<file path="config.mk">
export PLATFORM = sky130hd
export DESIGN_NAME = stack_with_running_minimum_unit
export DESIGN_NICKNAME = d
export VERILOG_FILES = /design/src/sv/minst_pkg.sv /design/src/sv/minst_ram.sv /design/src/sv/stack_with_running_minimum_unit.sv
export SDC_FILE = /design/constraint.sdc
export NUM_CORES = 2
export LEC_CHECK = 0
export BUFFER_PORTS_ARGS = -buffer_cell sky130_fd_sc_hd__buf_2
export CAP_MARGIN = 15
export CORE_ASPECT_RATIO = 0.6
export CORE_MARGIN = 10
export CORE_UTILIZATION = 30
export CTS_CLUSTER_SIZE = 30
export DETAILED_ROUTE_END_ITERATION = 10
export SLEW_MARGIN = 20
export SYNTH_ARGS = -nofsm -noshare
export SYNTH_HDL_FRONTEND = slang
export SYNTH_SLANG_ARGS = --single-unit
export TNS_END_PERCENT = 5
</file>
<file path="constraint.sdc">
create_clock -name clk -period 5.7 [get_ports clk]
set_input_delay 1.14 -clock clk [delete_from_list [all_inputs] [get_ports clk]]
set_output_delay 1.14 -clock clk [all_outputs]
set_load 0.005 [all_outputs]
</file>
<file path="src/sv/minst_pkg.sv">
// ----------------------------------------------------------------------------
// minst_pkg
// shared types and constants of the running-minimum stack
// ----------------------------------------------------------------------------
package minst_pkg;

	localparam int DEPTH_DEF     = 64;
	localparam int WORD_BITS_DEF = 32;

	// operation codes
	typedef enum logic {
		OP_PUSH = 1'b0,
		OP_POP  = 1'b1
	} op_t;

	// result status codes
	typedef enum logic [1:0] {
		ST_DONE      = 2'd0,
		ST_FULL      = 2'd1,
		ST_EMPTY     = 2'd2,
		ST_RESERVED  = 2'd3
	} status_t;

	// controller states
	typedef enum logic [1:0] {
		S_IDLE  = 2'd0,
		S_FETCH = 2'd1,
		S_RESP  = 2'd2
	} state_t;

endpackage

</file>
<file path="src/sv/minst_ram.sv">
// ----------------------------------------------------------------------------
// minst_ram
// single-port-write, single-port-read synchronous ram, registered read data
// ----------------------------------------------------------------------------
module minst_ram #(
	parameter int DEPTH     = minst_pkg::DEPTH_DEF,
	parameter int WORD_BITS = minst_pkg::WORD_BITS_DEF,
	localparam int AW       = (DEPTH > 1) ? $clog2(DEPTH) : 1
) (
	input  logic                 clk,
	input  logic                 we,
	input  logic [AW-1:0]        waddr,
	input  logic [WORD_BITS-1:0] wdata,
	input  logic                 re,
	input  logic [AW-1:0]        raddr,
	output logic [WORD_BITS-1:0] rdata
);

	logic [WORD_BITS-1:0] mem [DEPTH];

	always_ff @(posedge clk) begin
		if (we) begin
			mem[waddr] <= wdata;
		end
		if (re) begin
			rdata <= mem[raddr];
		end
	end

endmodule

</file>
<file path="src/sv/stack_with_running_minimum_unit.sv">
// ----------------------------------------------------------------------------
// stack_with_running_minimum_unit
// a push or a rejected item answers from S_RESP, a pop goes through S_FETCH
// throughput: one push per cycle while busy is low; a pop holds busy in S_FETCH
// while the new top and minimum return from the two stores (one read port each)
// reset: arst_n clears the pointers and the controller; the stores keep
// garbage, which never reaches the ports since an empty stack reads as zero
// done is a one-cycle strobe; the receiver cannot stall results
// ----------------------------------------------------------------------------
module stack_with_running_minimum_unit #(
	parameter int DEPTH     = minst_pkg::DEPTH_DEF,
	parameter int WORD_BITS = minst_pkg::WORD_BITS_DEF,
	localparam int CW       = $clog2(DEPTH + 1)
) (
	input  logic                        clk,
	input  logic                        arst_n,
	// command side
	input  logic                        start,
	output logic                        busy,
	input  logic                        req_type,
	input  logic signed [WORD_BITS-1:0] value,
	// result side
	output logic                        done,
	output logic signed [WORD_BITS-1:0] top_value,
	output logic signed [WORD_BITS-1:0] min_value,
	output logic [CW-1:0]               entry_count,
	output logic [1:0]                  status
);

	import minst_pkg::*;

	localparam int AW = (DEPTH > 1) ? $clog2(DEPTH) : 1;

	// architectural state: pointers plus cached tops of both stores
	state_t                      state_q, state_d;
	logic [CW-1:0]               ep_q;      // entries held
	logic [CW-1:0]               mp_q;      // minima held
	logic signed [WORD_BITS-1:0] top_q;     // copy of entry_store[ep-1]
	logic signed [WORD_BITS-1:0] min_q;     // copy of minimum_store[mp-1]
	status_t                     status_q;
	logic                        pop_min_q; // pop also dropped a minimum

	// decode of the incoming word
	logic accept;
	logic is_push, is_pop;
	logic full, empty;
	logic push_ok, pop_ok;
	logic add_min;
	logic pop_min;

	// store ports
	logic                 ent_we, min_we;
	logic                 rd_en;
	logic [CW-1:0]        ep_m2, mp_m2;
	logic [WORD_BITS-1:0] ent_rdata, min_rdata;

	// the last result may still be on the ports while a new word comes in
	assign accept  = start && !busy;
	assign is_push = (op_t'(req_type) == OP_PUSH);
	assign is_pop  = (op_t'(req_type) == OP_POP);
	assign full    = (ep_q == CW'(DEPTH));
	assign empty   = (ep_q == '0);
	assign push_ok = accept && is_push && !full;
	assign pop_ok  = accept && is_pop && !empty;

	// equal values join the chain too so duplicates pop correctly
	assign add_min = empty || (mp_q == '0) || (value <= min_q);
	// the chain always holds at least one minimum while entries exist
	assign pop_min = (mp_q != '0) && (top_q == min_q);

	// after a pop the new tops live one below the old ones
	assign ep_m2 = ep_q - CW'(2);
	assign mp_m2 = mp_q - CW'(2);

	// next state
	always_comb begin
		state_d = state_q;
		unique case (state_q)
			S_IDLE, S_RESP: begin
				if (pop_ok) begin
					state_d = S_FETCH;
				end else if (accept) begin
					state_d = S_RESP;
				end else begin
					state_d = S_IDLE;
				end
			end
			S_FETCH: begin
				state_d = S_RESP;
			end
			default: begin
				state_d = S_IDLE;
			end
		endcase
	end

	// outputs of the controller
	always_comb begin
		busy   = 1'b0;
		done   = 1'b0;
		ent_we = 1'b0;
		min_we = 1'b0;
		rd_en  = 1'b0;
		unique case (state_q)
			S_IDLE, S_RESP: begin
				done   = (state_q == S_RESP);
				ent_we = push_ok;
				min_we = push_ok && add_min && (mp_q != CW'(DEPTH));
				rd_en  = pop_ok;
			end
			S_FETCH: begin
				busy = 1'b1;
			end
			default: begin
				busy = 1'b0;
			end
		endcase
	end

	minst_ram #(
		.DEPTH     (DEPTH),
		.WORD_BITS (WORD_BITS)
	) u_entry_ram (
		.clk   (clk),
		.we    (ent_we),
		.waddr (ep_q[AW-1:0]),
		.wdata (value),
		.re    (rd_en),
		.raddr (ep_m2[AW-1:0]),
		.rdata (ent_rdata)
	);

	minst_ram #(
		.DEPTH     (DEPTH),
		.WORD_BITS (WORD_BITS)
	) u_min_ram (
		.clk   (clk),
		.we    (min_we),
		.waddr (mp_q[AW-1:0]),
		.wdata (value),
		.re    (rd_en),
		.raddr (mp_m2[AW-1:0]),
		.rdata (min_rdata)
	);

	// control state
	always_ff @(posedge clk or negedge arst_n) begin
		if (!arst_n) begin
			state_q <= S_IDLE;
			ep_q    <= '0;
			mp_q    <= '0;
		end else begin
			state_q <= state_d;
			if (push_ok) begin
				ep_q <= ep_q + CW'(1);
				if (min_we) begin
					mp_q <= mp_q + CW'(1);
				end
			end else if (pop_ok) begin
				ep_q <= ep_q - CW'(1);
				if (pop_min) begin
					mp_q <= mp_q - CW'(1);
				end
			end
		end
	end

	// cached tops and result status
	always_ff @(posedge clk) begin
		if (accept) begin
			priority if (push_ok) begin
				status_q <= ST_DONE;
				top_q    <= value;
				if (min_we) begin
					min_q <= value;
				end
			end else if (pop_ok) begin
				status_q  <= ST_DONE;
				pop_min_q <= pop_min;
			end else if (is_push) begin
				status_q <= ST_FULL;
			end else begin
				status_q <= ST_EMPTY;
			end
		end
		// read data of the pop comes back here
		if (state_q == S_FETCH) begin
			top_q <= ent_rdata;
			if (pop_min_q) begin
				min_q <= min_rdata;
			end
		end
	end

	// empty stack reads as zero
	assign top_value   = empty ? '0 : top_q;
	assign min_value   = (empty || (mp_q == '0)) ? '0 : min_q;
	assign entry_count = ep_q;
	assign status      = status_q;

endmodule

</file>
Yosys cells after proc, flatten, opt, wreduce, memory -nomap -nowiden
Memories as Yosys holds them, arrays and structs flattened. A register that Yosys moved wholly into a read port is not among the register bits.
Index checks and enable logic that the tools add are counted.

storage, ports and cells
  output and inout port bits = 75
  register bits = 83
  logic and storage cells = 79
  input port bits = 36
  memory bits (writable) = 4096
  memories = 2

operators by class
  multiplexer cells = 29
  $add $sub $neg = 6
  reductions and logical operators = 26
  eq/ne operators = 6
  bitwise gates (word level) = 2
  magnitude comparators = 1

memory list
  memory           depth  bits a word  read ports  clocked after memory_dff  write ports  RTL line         RTL
  u_entry_ram.mem  64     32           1           1                         1            minst_ram.sv:19  logic [WORD_BITS-1:0] mem [DEPTH];
  u_min_ram.mem    64     32           1           1                         1            minst_ram.sv:19

operators with widths
  kind                                              count
  two-way mux 32 bit                                10
  two-way mux 7 bit                                 6
  == test 32 bit                                    1
  <= comparator 32 bit                              1
  adder 7 x 1 -> 7 bit, second input constant       2
  zero test 7 bit                                   2
  subtractor 7 x 1 -> 7 bit, second input constant  2
  subtractor 6 x 2 -> 6 bit, second input constant  2
  two-way mux 1 bit                                 9
  logical AND 1 bit                                 8
  nonzero test 2 bit                                4
  == test 7 bit, second input constant              1
  != test 7 bit, second input constant              1
  nonzero test 7 bit                                1
  two-way mux 2 bit                                 3
  AND reduction 3 bit                               2
  one-hot mux 2 bit (2 select lines)                1
  OR reduction 2 bit                                2
  zero test 1 bit                                   3
  == test 2 x 1 -> 1 bit, second input constant     1
  == test 2 bit, second input constant              1
  zero test 2 bit                                   1
  logical OR 1 bit                                  2
  != test 2 x 1 -> 1 bit, second input constant     1
  other kinds (2)                                   3

Depth between registers and ports, before layout
  depth after elaboration = 14
  gate-level depth with buffers = 13
  mapped depth without buffers = 12

Cells and area by module
A second synthesis with hierarchy kept.

second synthesis, totals
  cells, all modules = 7297
  area, all modules = 163334.2 sq um

by module, submodules not included
  module                           area each (sq um)  cells each  instances  seq. area each (sq um)
  minst_ram                        78835.6            3324        2          62459.9
  stack_with_running_minimum_unit  5662.9             649         1          2092.0

Worst setup path before layout
Ideal clock, no wire load.

  path type = in2reg
  start point = input port value[14]
  end point = memory u_min_ram.mem[28][0] (netlist bit) (enable)
  arrival = 4331 ps
  data required time = 5279 ps
  buffers on the path = 1
  cell stages on the path = 9
  setup time = 421 ps
  setup slack = 948 ps
  cell sequence = ha_1 -> a21oi_1 -> nand2_1 -> a21o_1 -> o41a_1 -> a22oi_2 -> buf_2 -> nand4b_2 -> nor2_1

between the ends
  longest elaborated chain between the ends = 7

RTL lines
  element                                  RTL line                                RTL
  start: declaration                       stack_with_running_minimum_unit.sv:21   input logic signed [WORD_BITS-1:0] value,
  <= comparator 32 bit                     stack_with_running_minimum_unit.sv:67   assign add_min = empty || (mp_q == '0) || (value <= min_q);
  logical OR 1 bit                         stack_with_running_minimum_unit.sv:67
  logical AND 1 bit (2 in a row)           stack_with_running_minimum_unit.sv:108  min_we = push_ok && add_min && (mp_q != CW'(DEPTH));
  two-way mux 1 bit                        stack_with_running_minimum_unit.sv:104  unique case (state_q)
  two-way mux 1 bit                        minst_ram.sv:22                         if (we) begin
  two-way mux 1 bit (implied by the code)  minst_ram.sv:23                         mem[waddr] <= wdata;
  end: declaration                         minst_ram.sv:19

No other way between the ends.

Final worst setup path
  start point = register ep_q[3] (netlist: entry_count[3])
  end point = output port min_value[15]

between the ends
  longest elaborated chain between the ends = 3

RTL lines
  element                   RTL line                                RTL
  start: declaration        stack_with_running_minimum_unit.sv:36   logic [CW-1:0] ep_q;
  start signal: assignment  stack_with_running_minimum_unit.sv:155  ep_q <= ep_q + CW'(1);
  start signal: assignment  stack_with_running_minimum_unit.sv:160  ep_q <= ep_q - CW'(1);
  zero test 7 bit           stack_with_running_minimum_unit.sv:62   assign empty = (ep_q == '0);
  logical OR 1 bit          stack_with_running_minimum_unit.sv:197  assign min_value = (empty || (mp_q == '0)) ? '0 : min_q;
  two-way mux 32 bit        stack_with_running_minimum_unit.sv:197
  end: declaration          stack_with_running_minimum_unit.sv:25   output logic signed [WORD_BITS-1:0] min_value,

No other way between the ends.

==> results.cfg <==
[grt]
antenna_found_initial = 110
grt_util_all_layers = 0.168
grt_overflow_total = 0
grt_max_degree = 133
grt_pass1_wl_microns = 672000
first_global_vias = 75300

[clock_network]
cts_buffer_depth = 4
hold_buffers = 0
clock_sinks = 4243
root_buffer = clkbuf_16
cts_max_level = 5
clk_latency_ns = 0.96
cts_tree = done
numCtsBuffers = 348
cts_resized = 0
clkTransAtPathRegs_ns = 0.07
cts_setup_buffers = 0

[yosys]
ys_seq_area_frac = 0.778
synth-edff-count = 4195
async_reset_ff_frac = 0.00377
yosys_warnings = 0
synth-main-ff-cell = edfxtp_1
synth_area_leaders = edfxtp_1, mux4_2, nand2_1, ha_1, dfxtp_1
avgSynthCellArea_sq_um = 24.2
syn_nets = 6841
yosys.area.top_type_share = 0.772
synth-seq-cells = 4243
synth_area_sq_um = 163000
ys_types = 50
synth_cells = 6751
yosysTopAreaCell = edfxtp_1

[timing]
hold_violations = 0
clock_skew_ns = 0.0655
grt_setup_unrepaired = no
setup_viol = 0
post-route-worst-setup-slack_ns = 0.582
min_period_ns = 5.12
relSlewSlack = 0.0904
slew_violations = 0
max_slew.worst_pin.slew_ns = 1.33
fmax_mhz = 195
fin_crit_sh = 0.898
setup_tns_ns = 0

[finish]
area_growth_pct = 15.2
fill_cells = 49200
drive_gt1_frac = 0.327
finalInstanceArea_sq_um = 188000
stdcell_count = 14700
nets = 7304

[worst_setup_path]
r2r_slack_ns = 1.07
cp_slowest_cell = dfrtp_1
worst_setup_path_end_kind = primary output
cp_data_arrival_time_ns = 3.98
worstPathCellList = or3_1 -> nor3b_2 -> buf_4 -> nor3_2 -> buf_2
cp_data_required_time_ns = 4.56
path_class = reg2out
r2r_start = min_q[23]$_DFF_P_
reg2reg_to = u_min_ram.mem[50][26]$_DFFE_PP_
startpoint_type = register
slowest_delay_ns = 0.78
crit_fanout = 40
rr_worst_depth = 11

[die]
die-area_sq_um = 575000
core.rowCount = 209
io_pins = 111
die-height_microns = 591
start_util = 0.302
core-area_sq_um = 541000
die_w_microns = 972

[power_and_ir_drop]
p_per_area_nw_per_um2 = 518
vdd_drop_max_v = 0.000547
power.total_w = 0.0973
leakagePower_nw = 56.8

[placed_design]
preCtsSetupSlack_ns = 0.949
dp_hpwl_microns = 325000
portBuffers = 110
place_congestion = 0.915
dp.cells = 14000
dpl_cell_area_sq_um = 177000

[detailed_routing]
drt_pass1_iterations = 6
wire_per_inst_microns = 33.9
drc = 0
ant_nets = 0
wl_met3_microns = 86600
wl_met2_microns = 193000
m1WireLength_microns = 204000
drt-total-wl_microns = 500000
routed.top_layer = met5
vias = 79500
vias_per_cell = 5.39
drt_iter0_drc = 14900

[run]
cap_violations = 0

[run_status]
status = completed

[min_path]
hold_class = in2async
==> stage by stage <==
step	hold slack, ns	util
after global routing	0.188	0.347
after floorplan	0.435	-
after CTS	0.156	0.347
after global placement	0.477	0.326
final	0.225	0.347
after detailed placement	0.464	0.326
==> critical path, delay by kind of cell (launching register included) <==
kind                   cells  cell delay, ns
AND/OR/NAND/NOR            3            1.66
flip-flops                 1            0.78
buffers and inverters      2            0.59
==> placed cells by master (no fill, tap or decap), drive strengths merged, types with 4 or more instances in the layout <==
cell      count
inv          53
dfxtp        32
nor2        140
xnor2        40
nor4          5
diode        64
nor3b         4
dfrtp        16
nand4b        6
mux2         18
mux2i        24
clkbuf      427
ha           52
nand2       200
bufinv       36
o21ai        21
a21o          8
nand3        39
buf         464
edfxtp     4195
clkinv      137
mux4       1322
xor2         11
nor3         37
and2          5
a21oi        33
clkinvlp     14
nand3b        7
o211ai       34
nor2b        48
or3           4
nand4        26
a211oi       11
==> routing by layer <==
metal	track usage	vias to the layer above
li1	-	30000
met1	0.249	43200
met2	0.212	5583
met3	0.0865	618
met4	0.0478	42
met5	0	-
==> cell families after synthesis <==
kind of cell | Yosys count | synth area share
AO/OA/AOI/OAI | 114 | 0.00450
adder cells (fa/ha/maj) | 54 | 0.00423
multiplexers | 1364 | 0.185
flip-flops | 4243 | 0.778
AND/OR/NAND/NOR | 533 | 0.0153
XOR/XNOR | 51 | 0.00274
buffers and inverters | 392 | 0.0102
==> where the power goes <==
part | total, W | internal, W | leakage, nW | switching [W]
sequential | 0.0363 | 0.0354 | 38.2 | 0.000901
clock | 0.0245 | 0.0131 | 5.43 | 0.0114
combinational | 0.0366 | 0.0139 | 13.2 | 0.0226
total | 0.0973 | 0.0625 | 56.8 | 0.0349
==> layout make-up <==
class | instances | area, sq um | share of cell area
antenna | 64 | 160 | 0.000852
clock buffer | 427 | 9130 | 0.0486
clock inverter | 199 | 2060 | 0.0110
inverter | 41 | 154 | 0.000818
multi-input combinational | 2116 | 35700 | 0.190
sequential | 4243 | 127000 | 0.675
tap | 7174 | 8980 | 0.0477
timing repair buffer | 464 | 4830 | 0.0257
==> worst max path at each step <==
stage | cells after the start | start | slack (ns) | to
after global placement | 12 | value[10] | 0.90 | u_min_ram.mem[50][26]$_DFFE_PP_
final | 5 | entry_count[3]$_DFFE_PN0P_ | 0.58 | min_value[15]
after global routing | 5 | entry_count[3]$_DFFE_PN0P_ | 0.47 | min_value[15]
after CTS | 5 | entry_count[3]$_DFFE_PN0P_ | 0.51 | min_value[15]
after floorplan | 9 | value[14] | 0.95 | u_min_ram.mem[28][0]$_DFFE_PP_
after detailed placement | 12 | value[10] | 0.95 | u_min_ram.mem[50][8]$_DFFE_PP_
==> sequential cells by signal, summed over array words and instances (netlist names), 7 cells and up <==
| signal | count |
|---|---|
| u_min_ram.mem | 2048 |
| min_q | 32 |
| u_min_ram.rdata | 32 |
| u_entry_ram.mem | 2048 |
| top_q | 32 |
| mp_q | 7 |
| entry_count | 7 |
| u_entry_ram.rdata | 32 |
==> cell usage after synthesis (3+ instances only) <==
cell,number
nor3_1,37
mux4_2,1322
or3b_2,3
buf_2,121
nor2b_1,48
ha_1,52
edfxtp_1,4195
dfxtp_1,32
nor3b_1,4
a21oi_1,32
xnor2_1,40
nand4b_2,4
a211oi_1,11
mux2i_1,24
nor2_1,140
nand4_1,22
inv_1,40
nand2_1,200
buf_1,62
nor4_1,5
a21o_1,8
or3_1,4
nand2b_1,3
clkbuf_1,157
buf_4,9
dfrtp_1,16
and2_1,4
o21bai_1,3
o211ai_1,34
mux2_2,18
o21ai_0,21
nand4_2,4
nand3b_1,7
nand3_1,39
xor2_1,11
Note: power is estimated with default switching activity, not from simulation.
